File: src/hw/rtl/twe_pkg.sv
// Shared types, constants and the byte classifier of the text width estimator.
// No dependencies; used by the front end, queue, back end and top level.
package twe_pkg;

   // Accumulator, result, scaled, font and glyph widths.
   localparam int ACC_W    = 24;
   localparam int OUT_W    = 24;
   localparam int SCALED_W = 40;
   localparam int FONT_W   = 16;
   localparam int WID_W    = 7;

   localparam logic [ACC_W-1:0]  ACC_MAX    = '1;
   localparam logic [OUT_W-1:0]  OUT_MAX    = '1;
   localparam logic [FONT_W-1:0] FONT_RESET = 16'd4096;

   // Glyph widths in hundredths of an em.
   localparam logic [WID_W-1:0] W_SPACE = 7'd31;
   localparam logic [WID_W-1:0] W_DIGIT = 7'd53;
   localparam logic [WID_W-1:0] W_UPPER = 7'd61;
   localparam logic [WID_W-1:0] W_LOWER = 7'd48;
   localparam logic [WID_W-1:0] W_OTHER = 7'd34;
   localparam logic [WID_W-1:0] W_MULTI = 7'd96;

   // Character codes and UTF-8 lead byte patterns.
   localparam logic [7:0] CH_NEWLINE = 8'h0A;
   localparam logic [7:0] CH_SPACE   = 8'h20;
   localparam logic [7:0] MASK_LEAD2 = 8'hE0;
   localparam logic [7:0] MASK_LEAD3 = 8'hF0;
   localparam logic [7:0] MASK_LEAD4 = 8'hF8;
   localparam logic [7:0] LEAD2      = 8'hC0;
   localparam logic [7:0] LEAD3      = 8'hE0;
   localparam logic [7:0] LEAD4      = 8'hF0;

   // Token queue between the classifier and the accumulator.
   localparam int FIFO_DEPTH = 4;
   localparam int FIFO_PTR_W = $clog2(FIFO_DEPTH);
   localparam int FIFO_CNT_W = $clog2(FIFO_DEPTH + 1);

   // One classified byte: width to add, line break and end of text.
   typedef struct packed {
      logic [WID_W-1:0] wid;
      logic             newline;
      logic             last;
   } token_type;

   // Width of a single-byte ASCII glyph other than newline.
   function automatic logic [WID_W-1:0] ascii_width(input logic [7:0] c);
      logic [WID_W-1:0] w;
      if (c == CH_SPACE) begin
         w = W_SPACE;
      end else if (c inside {[8'h30:8'h39]}) begin
         w = W_DIGIT;
      end else if (c inside {[8'h41:8'h5A]}) begin
         w = W_UPPER;
      end else if (c inside {[8'h61:8'h7A]}) begin
         w = W_LOWER;
      end else begin
         w = W_OTHER;
      end
      return w;
   endfunction

endpackage

File: src/hw/rtl/twe_front.sv
// Front end of the text width estimator: accepts bytes, tracks UTF-8 skips
// and turns each word into a token. Depends on twe_pkg.
module twe_front (
   input  logic                clock,
   input  logic                reset,
   input  logic                req_tvalid,
   output logic                req_tready,
   input  logic [7:0]          req_tdata,   // [7:0] text_byte
   input  logic [0:0]          req_tuser,   // [0] byte_present
   input  logic                req_tlast,   // last_byte
   input  logic                fifo_full,
   output logic                push_valid,
   output twe_pkg::token_type  push_token
);

   logic [1:0] skip_ff;
   logic [1:0] skip_in;
   logic [7:0] c;

   assign c          = req_tdata;
   assign req_tready = !fifo_full;
   assign push_valid = req_tvalid && req_tready;

   // Classify the byte and work out the continuation bytes still to skip.
   always_comb begin
      push_token      = '0;
      push_token.last = req_tlast;
      skip_in         = skip_ff;
      if (req_tuser[0]) begin
         if (skip_ff != 2'd0) begin
            skip_in = skip_ff - 2'd1;
         end else if (c == twe_pkg::CH_NEWLINE) begin
            push_token.newline = 1'b1;
         end else if (!c[7]) begin
            push_token.wid = twe_pkg::ascii_width(c);
         end else begin
            push_token.wid = twe_pkg::W_MULTI;
            if ((c & twe_pkg::MASK_LEAD2) == twe_pkg::LEAD2) begin
               skip_in = 2'd1;
            end else if ((c & twe_pkg::MASK_LEAD3) == twe_pkg::LEAD3) begin
               skip_in = 2'd2;
            end else if ((c & twe_pkg::MASK_LEAD4) == twe_pkg::LEAD4) begin
               skip_in = 2'd3;
            end else begin
               skip_in = 2'd0;
            end
         end
      end
      // A text that ends inside a sequence drops the pending skip.
      if (req_tlast) begin
         skip_in = 2'd0;
      end
   end

   // Skip counter.
   always_ff @(posedge clock) begin
      if (reset) begin
         skip_ff <= 2'd0;
      end else if (push_valid) begin
         skip_ff <= skip_in;
      end
   end

endmodule

File: src/hw/rtl/twe_fifo.sv
// Short token queue between the front end and the accumulator back end.
// Depends on twe_pkg.
module twe_fifo (
   input  logic                clock,
   input  logic                reset,
   input  logic                push_valid,
   input  twe_pkg::token_type  push_token,
   output logic                full,
   output logic                pop_valid,
   input  logic                pop_ready,
   output twe_pkg::token_type  pop_token
);

   twe_pkg::token_type                mem_ff [twe_pkg::FIFO_DEPTH];
   logic [twe_pkg::FIFO_PTR_W-1:0]    wr_ptr_ff;
   logic [twe_pkg::FIFO_PTR_W-1:0]    rd_ptr_ff;
   logic [twe_pkg::FIFO_CNT_W-1:0]    count_ff;
   logic                              do_push;
   logic                              do_pop;

   assign full      = count_ff == twe_pkg::FIFO_CNT_W'(twe_pkg::FIFO_DEPTH);
   assign pop_valid = count_ff != '0;
   assign pop_token = mem_ff[rd_ptr_ff];
   assign do_push   = push_valid && !full;
   assign do_pop    = pop_valid && pop_ready;

   // Pointers and fill count.
   always_ff @(posedge clock) begin
      if (reset) begin
         wr_ptr_ff <= '0;
         rd_ptr_ff <= '0;
         count_ff  <= '0;
      end else begin
         if (do_push) begin
            wr_ptr_ff <= wr_ptr_ff + 1'b1;
         end
         if (do_pop) begin
            rd_ptr_ff <= rd_ptr_ff + 1'b1;
         end
         if (do_push && !do_pop) begin
            count_ff <= count_ff + 1'b1;
         end else if (do_pop && !do_push) begin
            count_ff <= count_ff - 1'b1;
         end
      end
   end

   // Token storage.
   always_ff @(posedge clock) begin
      if (do_push) begin
         mem_ff[wr_ptr_ff] <= push_token;
      end
   end

endmodule

File: src/hw/rtl/twe_back.sv
// Back end of the text width estimator: line accumulation, widest line,
// result clamp and font scaling into the output register. Depends on twe_pkg.
module twe_back (
   input  logic                clock,
   input  logic                reset,
   input  logic                tok_valid,
   output logic                tok_ready,
   input  twe_pkg::token_type  tok,
   input  logic                csr_valid,
   output logic                csr_ready,
   input  logic [15:0]         csr_data,
   output logic                rsp_tvalid,
   input  logic                rsp_tready,
   output logic [63:0]         rsp_tdata,   // [23:0] max_line_centiem, [63:24] width_scaled
   output logic [0:0]          rsp_tuser    // [0] saturated
);

   localparam int ACC_W = twe_pkg::ACC_W;
   localparam int OUT_W = twe_pkg::OUT_W;
   localparam int SC_W  = twe_pkg::SCALED_W;

   logic [ACC_W-1:0]          line_ff;
   logic [ACC_W-1:0]          widest_ff;
   logic                      ovf_ff;
   logic [twe_pkg::FONT_W-1:0] font_ff;

   logic                      s1_valid_ff;
   logic [OUT_W-1:0]          s1_max_ff;
   logic                      s1_sat_ff;

   logic                      rsp_valid_ff;
   logic [OUT_W-1:0]          rsp_max_ff;
   logic [SC_W-1:0]           rsp_scaled_ff;
   logic                      rsp_sat_ff;

   logic [ACC_W:0]            sum;
   logic                      add_ovf;
   logic [ACC_W-1:0]          added;
   logic [ACC_W-1:0]          line_in;
   logic [ACC_W-1:0]          widest_in;
   logic [ACC_W-1:0]          final_w;
   logic [SC_W-1:0]           final_ext;
   logic [OUT_W-1:0]          clamp_w;
   logic                      clamp_sat;
   logic                      s1_ready;
   logic                      s2_ready;
   logic                      pop;
   logic                      s1_take;
   logic [SC_W-1:0]           product;

   assign csr_ready  = 1'b1;
   assign s2_ready   = !rsp_valid_ff || rsp_tready;
   assign s1_ready   = !s1_valid_ff || s2_ready;
   assign tok_ready  = !tok.last || s1_ready;
   assign pop        = tok_valid && tok_ready;
   assign s1_take    = s1_valid_ff && s2_ready;

   // Saturating add of the glyph width, then the line fold on a newline.
   always_comb begin
      sum     = {1'b0, line_ff} + (ACC_W + 1)'(tok.wid);
      add_ovf = sum[ACC_W];
      added   = add_ovf ? twe_pkg::ACC_MAX : sum[ACC_W-1:0];
      if (tok.newline) begin
         line_in   = '0;
         widest_in = (line_ff > widest_ff) ? line_ff : widest_ff;
      end else begin
         line_in   = added;
         widest_in = widest_ff;
      end
      final_w = (line_in > widest_in) ? line_in : widest_in;
   end

   // Clamp the widest line to the result width.
   always_comb begin
      final_ext = SC_W'(final_w);
      if (final_ext > SC_W'(twe_pkg::OUT_MAX)) begin
         clamp_w   = twe_pkg::OUT_MAX;
         clamp_sat = 1'b1;
      end else begin
         clamp_w   = final_ext[OUT_W-1:0];
         clamp_sat = ovf_ff || add_ovf;
      end
   end

   // Scale by the font size; 24 by 16 bits fits the 40-bit result exactly.
   assign product = SC_W'(s1_max_ff) * SC_W'(font_ff);

   // Control state: accumulators, font register and stage valids.
   always_ff @(posedge clock) begin
      if (reset) begin
         line_ff      <= '0;
         widest_ff    <= '0;
         ovf_ff       <= 1'b0;
         font_ff      <= twe_pkg::FONT_RESET;
         s1_valid_ff  <= 1'b0;
         rsp_valid_ff <= 1'b0;
      end else begin
         if (csr_valid && csr_ready) begin
            font_ff <= csr_data;
         end
         if (pop) begin
            if (tok.last) begin
               line_ff   <= '0;
               widest_ff <= '0;
               ovf_ff    <= 1'b0;
            end else begin
               line_ff   <= line_in;
               widest_ff <= widest_in;
               ovf_ff    <= ovf_ff || add_ovf;
            end
         end
         if (pop && tok.last) begin
            s1_valid_ff <= 1'b1;
         end else if (s1_take) begin
            s1_valid_ff <= 1'b0;
         end
         if (s1_take) begin
            rsp_valid_ff <= 1'b1;
         end else if (rsp_tready) begin
            rsp_valid_ff <= 1'b0;
         end
      end
   end

   // Result payload registers.
   always_ff @(posedge clock) begin
      if (pop && tok.last) begin
         s1_max_ff <= clamp_w;
         s1_sat_ff <= clamp_sat;
      end
      if (s1_take) begin
         rsp_max_ff    <= s1_max_ff;
         rsp_scaled_ff <= product;
         rsp_sat_ff    <= s1_sat_ff;
      end
   end

   assign rsp_tvalid   = rsp_valid_ff;
   assign rsp_tdata    = {rsp_scaled_ff, rsp_max_ff};
   assign rsp_tuser[0] = rsp_sat_ff;

endmodule

File: src/hw/rtl/text_width_estimator.sv
// Text width estimator: UTF-8 byte stream in, widest line width out.
// Instantiates twe_front, twe_fifo and twe_back; depends on twe_pkg.
//
// Usage:
//   The req channel takes one text byte per word: tdata holds the byte,
//   tuser[0] says whether the byte is real (0 marks an empty text) and tlast
//   marks the final byte of a text. Each text yields one rsp word when its
//   last byte is taken: tdata[23:0] is the widest line in hundredths of an
//   em, tdata[63:24] that width times the font size (unit 1/25600 pixel),
//   tuser[0] flags a saturated accumulator.
//   The csr channel writes the font size (unsigned 8.8); it is always ready
//   and should be written only while no text is in flight.
// Timing:
//   One byte per cycle while the queue has room. The front end classifies a byte
//   in the cycle it is accepted and pushes a token into a four-entry queue; the
//   back end retires one token per cycle unless a last token waits. The result
//   goes through the queue, then the accumulate and scale registers, to rsp.
// Reset and stall:
//   Reset clears all line state, empties the queue and restores the font
//   size to 16.0 px. A stalled rsp holds its word; req keeps taking bytes
//   until the queue fills and a further last token waits in the back end.
module text_width_estimator (
   input  logic        clock,
   input  logic        reset,
   input  logic        req_tvalid,
   output logic        req_tready,
   input  logic [7:0]  req_tdata,   // [7:0] text_byte
   input  logic [0:0]  req_tuser,   // [0] byte_present
   input  logic        req_tlast,   // last_byte
   input  logic        csr_valid,
   output logic        csr_ready,
   input  logic [15:0] csr_data,    // font_size_q8
   output logic        rsp_tvalid,
   input  logic        rsp_tready,
   output logic [63:0] rsp_tdata,   // [23:0] max_line_centiem, [63:24] width_scaled
   output logic [0:0]  rsp_tuser    // [0] saturated
);

   logic               push_valid;
   twe_pkg::token_type push_token;
   logic               fifo_full;
   logic               pop_valid;
   logic               pop_ready;
   twe_pkg::token_type pop_token;

   // Byte classification.
   twe_front u_front (
      .clock      (clock),
      .reset      (reset),
      .req_tvalid (req_tvalid),
      .req_tready (req_tready),
      .req_tdata  (req_tdata),
      .req_tuser  (req_tuser),
      .req_tlast  (req_tlast),
      .fifo_full  (fifo_full),
      .push_valid (push_valid),
      .push_token (push_token)
   );

   // Token queue.
   twe_fifo u_fifo (
      .clock      (clock),
      .reset      (reset),
      .push_valid (push_valid),
      .push_token (push_token),
      .full       (fifo_full),
      .pop_valid  (pop_valid),
      .pop_ready  (pop_ready),
      .pop_token  (pop_token)
   );

   // Accumulation and result.
   twe_back u_back (
      .clock      (clock),
      .reset      (reset),
      .tok_valid  (pop_valid),
      .tok_ready  (pop_ready),
      .tok        (pop_token),
      .csr_valid  (csr_valid),
      .csr_ready  (csr_ready),
      .csr_data   (csr_data),
      .rsp_tvalid (rsp_tvalid),
      .rsp_tready (rsp_tready),
      .rsp_tdata  (rsp_tdata),
      .rsp_tuser  (rsp_tuser)
   );

endmodule

File: config.mk
export PLATFORM = sky130hd
export DESIGN_NAME = text_width_estimator
export DESIGN_NICKNAME = d
export VERILOG_FILES = /design/src/hw/rtl/twe_pkg.sv /design/src/hw/rtl/twe_front.sv /design/src/hw/rtl/twe_fifo.sv /design/src/hw/rtl/twe_back.sv /design/src/hw/rtl/text_width_estimator.sv
export SDC_FILE = /design/constraint.sdc
export NUM_CORES = 1
export LEC_CHECK = 0
export ABC_AREA = 1
export BUFFER_PORTS_ARGS = -buffer_cell sky130_fd_sc_hd__buf_2
export CAP_MARGIN = 0
export CORE_ASPECT_RATIO = 0.7
export CORE_MARGIN = 4
export CORE_UTILIZATION = 30
export DETAILED_ROUTE_END_ITERATION = 16
export PLACE_DENSITY_LB_ADDON = 0.1
export RECOVER_POWER = 100
export SKIP_CTS_REPAIR_TIMING = 1
export SYNTH_ARGS = -nofsm -noshare
export SYNTH_HDL_FRONTEND = slang
export SYNTH_SLANG_ARGS = --single-unit
File: constraint.sdc
create_clock -name clock -period 5.55 [get_ports clock]
set_clock_uncertainty 0.15 [all_clocks]
set_input_delay 1.665 -clock clock [delete_from_list [all_inputs] [get_ports clock]]
set_output_delay 1.665 -clock clock [all_outputs]
set_load 0.02 [all_outputs]
==> results.cfg, run 1 <==
[critical_path]
cp_data_required_time_ps = 5740
r2r_start = u_back.s1_max_ff[12]
slowest_delay_ps = 540
path_cells = buf_6 > buf_8 > buf_6 > nand2_4 > fa_1 > fa_2 > fa_2 > inv_2 > fa_2 > fa_1 > inv_1 > fa_1 > inv_2 > ha_4 > nand2_4 > nor2_4 > inv_4 > nor4_4 > nand3_1 > nand3_2 > xor2_1
worstSetupPathType = flop to flop
cp_max_fo = 4
end_kind = flop
rr_worst_depth = 21
startpoint_type = flop
r2r_slack_ps = -210
rr_endpoint = u_back.rsp_scaled_ff[39]
slowest_stage = fa_1
arrival_ps = 5950

[min_path]
hold_start = u_back.s1_sat_ff
hp-class = flop to flop
hold_depth = 0
holdPathEnd = u_back.rsp_tuser

[die]
core.rowCount = 85
die-area_um2 = 82020
chipHeight_um = 240.8
die_x_um = 340.6
initial_core_util_pct = 30.25
io_pins = 99
core_area_um2 = 76790

[timing]
fin_crit_ps = 5760
worst_pin_slew_ps = 1086
max_freq_ghz = 0.1736
hold_viol_final = 0
slew_viol_final = 0
period_share_pct = 103.8
whs_ps = 277.3
slew_headroom_pct = 27.59
fin_ws_ps = -210.0
finalSetupViolCount = 18
rsz0062_at_grt = true

[detailed_routing]
drtAntennaViolNets = 0
firstDrtPassIters = 6
drt-wirelength-per-cell_um = 17.22
drt_iter0_drc = 1208
drt-vias-per-instance = 4.541
drcViolationCount = 0
wl_um = 74040
vias = 19530

[clock_tree]
cts-root-buf = clkbuf_16
htreeDepth = 4
cts_buffer_depth = 2
clock-sinks = 200
cts_tree = done
cts_buffers = 17
cts.clk_slew.worst_paths_ps = 90
clk_latency_ps = 520

[global_route]
grtUsageTotal_pct = 18.47
grt_pass1_wl_um = 117200
grt_overflow = 0
gr-usage-met2_pct = 27.87
grt_max_degree = 66
grt_util_met3_pct = 2.652
grt_busiest_layer = met1
grt_pass1_vias = 20470
antenna_found_initial = 1
met1_usage_pct = 27.90

[synthesis]
ys_ff_latch = 200
synth.cell_area_um2 = 23230
seq_area_frac_synth_pct = 22.49
netlist_instances = 2945
postSynthAreaPerCell_um2 = 7.887
ys_types = 46
synth_nets = 3456
ys_warn_count = 0

[run_status]
violations = negative setup slack
status = finished, violations left

[placement]
io_buffers = 97
place.gp.congestion = 0.9112
dp_hpwl_um = 60040
dp_slack_ps = -750.0

[cells_and_area]
drive_above_1_share_pct = 24.29
synthToLayoutAreaGrowth_pct = 26.40
final.fill_count = 8018
num-nets-final = 3754

[flow_run]
cap_violations = 0
[worst max path at each step]
stage,cells past startpoint,from,to
after CTS,22,u_back.font_ff[3],u_back.rsp_scaled_ff[37]
after global routing,22,u_back.s1_max_ff[8],u_back.rsp_scaled_ff[29]
final,21,u_back.s1_max_ff[12],u_back.rsp_scaled_ff[39]
after floorplan,22,u_back.s1_max_ff[7],u_back.rsp_scaled_ff[39]
after detailed placement,22,u_back.font_ff[3],u_back.rsp_scaled_ff[37]
after global placement,22,u_back.font_ff[3],u_back.rsp_scaled_ff[37]
[cells in the mapped netlist, drive strengths merged]
library cell	n	share of area [%]
nor4	3	0.081
a21o	6	0.19
xnor2	12	0.45
a21boi	3	0.097
o21a	3	0.097
dfxtp	78	6.7
xor2	31	1.2
nand4	16	0.43
or2	1	0.027
o211ai	2	0.065
edfxtp	122	16
nand3b	3	0.097
o22ai	7	0.19
clkinv	1	0.022
o2111ai	2	0.075
o21ai	98	2.1
a31oi	5	0.13
nor2	164	2.7
o21bai	10	0.32
conb	1	0.016
nand3	139	3.1
and2	2	0.054
nor3b	1	0.032
nand2	764	12
clkbuf	110	1.8
ha	172	9.3
a21oi	142	3.5
fa	308	27
nor3	13	0.33
buf	26	0.74
inv	697	11
and3	3	0.081
[cells by family (layout without fill, tap and decap cells)]
kind of cell	count (synthesis)	in the layout	share of synthesized area, %
buffers and inverters	834	1145	13.81
other	1	2	0.01614
XOR/XNOR	43	43	1.621
AO/OA/AOI/OAI	278	278	6.830
flip-flops	200	200	22.49
adder cells (fa/ha/maj)	480	480	35.81
AND/OR/NAND/NOR	1109	1109	19.42
[critical path: cells and delay by family (launching register included)]
family | cells | cell delay [ps]
xor gates and xnor gates | 1 | 200
adders and majority gates | 7 | 3280
buffers and inverters | 7 | 570
DFF | 1 | 440
and+or+nand+nor | 6 | 940
[state kept, by name, summed over array words and instances, names as in the netlist, named ones only]
register / flops
u_back.font_ff: 16
u_back.line_ff: 24
u_back.ovf_ff: 1
u_back.rsp_max_ff: 24
u_back.rsp_scaled_ff: 40
u_back.rsp_tuser: 1
u_back.rsp_tvalid: 1
u_back.s1_max_ff: 24
u_back.s1_sat_ff: 1
u_back.s1_valid_ff: 1
u_back.widest_ff: 24
u_fifo.count_ff: 3
u_fifo.mem_ff: 32
u_fifo.rd_ptr_ff: 2
u_fifo.wr_ptr_ff: 2
u_front.skip_ff: 2
[stage by stage]
step,instances,util [%],cell area [um2],TNS [ps]
after floorplan,2945,-,23350,0
after global placement,4219,34.81,26730,-11110
after detailed placement,4219,34.81,26730,-11980
after CTS,4251,35.64,27370,-13080
after global routing,4301,38.24,29360,-6545
final,4301,38.24,29360,-1824
[layout make-up]
class	count	area [um2]	area share (%)
multi-input combinational	1911	16250	55.34
sequential	200	5246	17.87
timing repair buffer	415	3288	11.20
inverter	698	2629	8.953
tap	1044	1306	4.449
clock buffer	17	425.4	1.449
clock inverter	15	214.0	0.7287
antenna	1	2.502	0.008523
[placed cells by master, fill, tap and decap left out, drive strengths merged, types with 3 or more instances in the layout]
cell    count
o21ai      98
a21o        6
edfxtp    122
nand3     139
xor2       31
a21oi     142
o21bai     10
inv       706
clkbuf     24
nand3b      3
ha        172
o22ai       7
and3        3
nand2     764
nor2      164
a31oi       5
nor4        3
clkinv      6
nand4      16
dfxtp      78
buf       408
a21boi      3
fa        308
o21a        3
xnor2      12
nor3       13
[per-layer routing]
layer | vias to the layer above | part of all wire [%] | routed length (um)
li1 | 9454 | - | -
met1 | 9667 | 51 | 37930
met2 | 357 | 42 | 31460
met3 | 53 | 4.8 | 3518
met4 | 0 | 1.5 | 1130
met5 | - | 0 | 0
Power of run 1 is left out: the tool's default activity adds up to more than one toggle a clock period on the data nets, which glitch-free logic cannot reach.
==> run 2: changes to the inputs <==
==> constraint.sdc (replaced) <==
create_clock -name clock -period 5.55 [get_ports clock]
set_clock_uncertainty 0.15 [all_clocks]
set_input_delay 1.11 -clock clock [delete_from_list [all_inputs] [get_ports clock]]
set_output_delay 1.11 -clock clock [all_outputs]
set_load 0.02 [all_outputs]
==> results.cfg, run 2 (synthesis gave the netlist of run 1 again) <==
[run_status]
status = finished, violations left
violations = negative setup slack

[clock_tree]
cts_tree = done
clk_latency_ps = 520
cts-root-buf = clkbuf_16
cts_buffers = 17
cts_buffer_depth = 2
htreeDepth = 4
cts.clk_slew.worst_paths_ps = 90
clock-sinks = 200

[timing]
period_share_pct = 104.8
fin_ws_ps = -265.8
finalSetupTns_ps = -2907
slew_viol_final = 0
max_freq_ghz = 0.1719
rsz0062_at_grt = true
finalSetupViolCount = 25
fin_crit_ps = 5816
worst_pin_slew_ps = 909.7
hold_viol_final = 0
slew_headroom_pct = 39.28
whs_ps = 294.3

[critical_path]
critPathBufInv = 7
rr_endpoint = u_back.rsp_scaled_ff[39]
cp_max_fo = 4
rr_worst_depth = 21
end_kind = flop
cp_common_cell = fa_1
slowest_stage = fa_1
r2r_start = u_back.s1_max_ff[12]
crit_family = adder cells
arrival_ps = 5920
r2r_slack_ps = -270
cp_data_required_time_ps = 5650
startpoint_type = flop
path_cells = buf_6 > buf_6 > buf_6 > nand2_2 > fa_1 > fa_1 > fa_1 > inv_1 > fa_1 > fa_1 > inv_2 > fa_1 > inv_2 > ha_4 > nand2_4 > nor2_4 > inv_2 > nor4_4 > nand3_2 > nand3_4 > xor2_1
slowest_delay_ps = 570
worstSetupPathType = flop to flop

[cells_and_area]
regMostFlops = u_back.rsp_scaled_ff
synthToLayoutAreaGrowth_pct = 27.60
drive_above_1_share_pct = 25.21
final.fill_count = 7829
largest_reg_flops = 40
num-nets-final = 3762
final_cell_mix = nand2_1 (686), inv_1 (629), fa_1 (289)
layout_commonest_cell = nand2_1
reg_top3 = u_back.rsp_scaled_ff x40, u_fifo.mem_ff x32

[global_route]
grt_max_degree = 54
grt_pass1_vias = 20150
grtUsageTotal_pct = 18.30
grt_pass1_wl_um = 115900
grt_overflow = 0
antenna_found_initial = 1

[min_path]
hold_depth = 0
hold_start = u_back.s1_sat_ff
hp-class = flop to flop
holdPathEnd = u_back.rsp_tuser

[die]
core.rowCount = 85
die-area_um2 = 82020
chipHeight_um = 240.8
die_x_um = 340.6
core_area_um2 = 76790
io_pins = 99
initial_core_util_pct = 30.25

[placement]
dp_hpwl_um = 59840
dp_slack_ps = -672.2
place.gp.congestion = 0.8667
io_buffers = 97

[detailed_routing]
drt-wirelength-per-cell_um = 17.17
vias = 19550
drt_iter0_drc = 1378
drt-vias-per-instance = 4.535
wl_um = 73990
drtAntennaViolNets = 0
drcViolationCount = 0
firstDrtPassIters = 5

[flow_run]
cap_violations = 0
run 2: per-stage QoR:
step / utilization, % / area [um2] / std cells
after floorplan: - / 23350 / 2945
after global placement: 34.84 / 26750 / 4219
after detailed placement: 34.84 / 26750 / 4219
after CTS: 35.68 / 27400 / 4251
after global routing: 38.60 / 29640 / 4309
final: 38.60 / 29640 / 4310
run 2: worst max-delay path by stage:
stage / from / endpoint / slack [ps] / depth (start not counted)
6_report: u_back.s1_max_ff[12] / u_back.rsp_scaled_ff[39] / -270 / 21
5_1_grt: u_back.s1_max_ff[12] / u_back.rsp_scaled_ff[39] / -430 / 21
4_1_cts: u_back.s1_max_ff[19] / u_back.rsp_scaled_ff[37] / -720 / 20
3_5_place_dp: u_back.s1_max_ff[19] / u_back.rsp_scaled_ff[37] / -670 / 20
3_3_place_gp: u_back.font_ff[3] / u_back.rsp_scaled_ff[37] / -740 / 21
2_1_floorplan: u_back.s1_max_ff[7] / u_back.rsp_scaled_ff[39] / 2 / 22
run 2: routing by layer:
layer | share of wire [%] | wire length (um) | global-route usage, % | vias up
met5 | 0 | 0 | 0 | -
met4 | 1.6 | 1153 | 4.271 | 0
met3 | 4.5 | 3319 | 2.432 | 61
met2 | 42 | 31020 | 27.31 | 427
met1 | 52 | 38490 | 28.02 | 9582
li1 | - | - | - | 9476
run 2: cell type report:
class	count	area [um2]	area share, %
Clock buffer	17	425.4	1.435
Timing Repair Buffer	423	3442	11.61
Tap cell	1044	1306	4.407
Sequential cell	200	5249	17.71
Inverter	698	2626	8.861
Clock inverter	15	219.0	0.7387
Multi-Input combinational cell	1911	16370	55.22
Antenna cell	2	5.005	0.01689
run 2: worst reg2reg max path: cells and delay by family, from the launching register on:
family / cells / cell delay (ps)
buffers and inverters: 7 / 610
AND/OR/NAND/NOR: 6 / 970
adder cells (fa/ha/maj): 7 / 3320
flip-flops: 1 / 460
XOR/XNOR: 1 / 80
Power of run 2 is left out for the same reason.
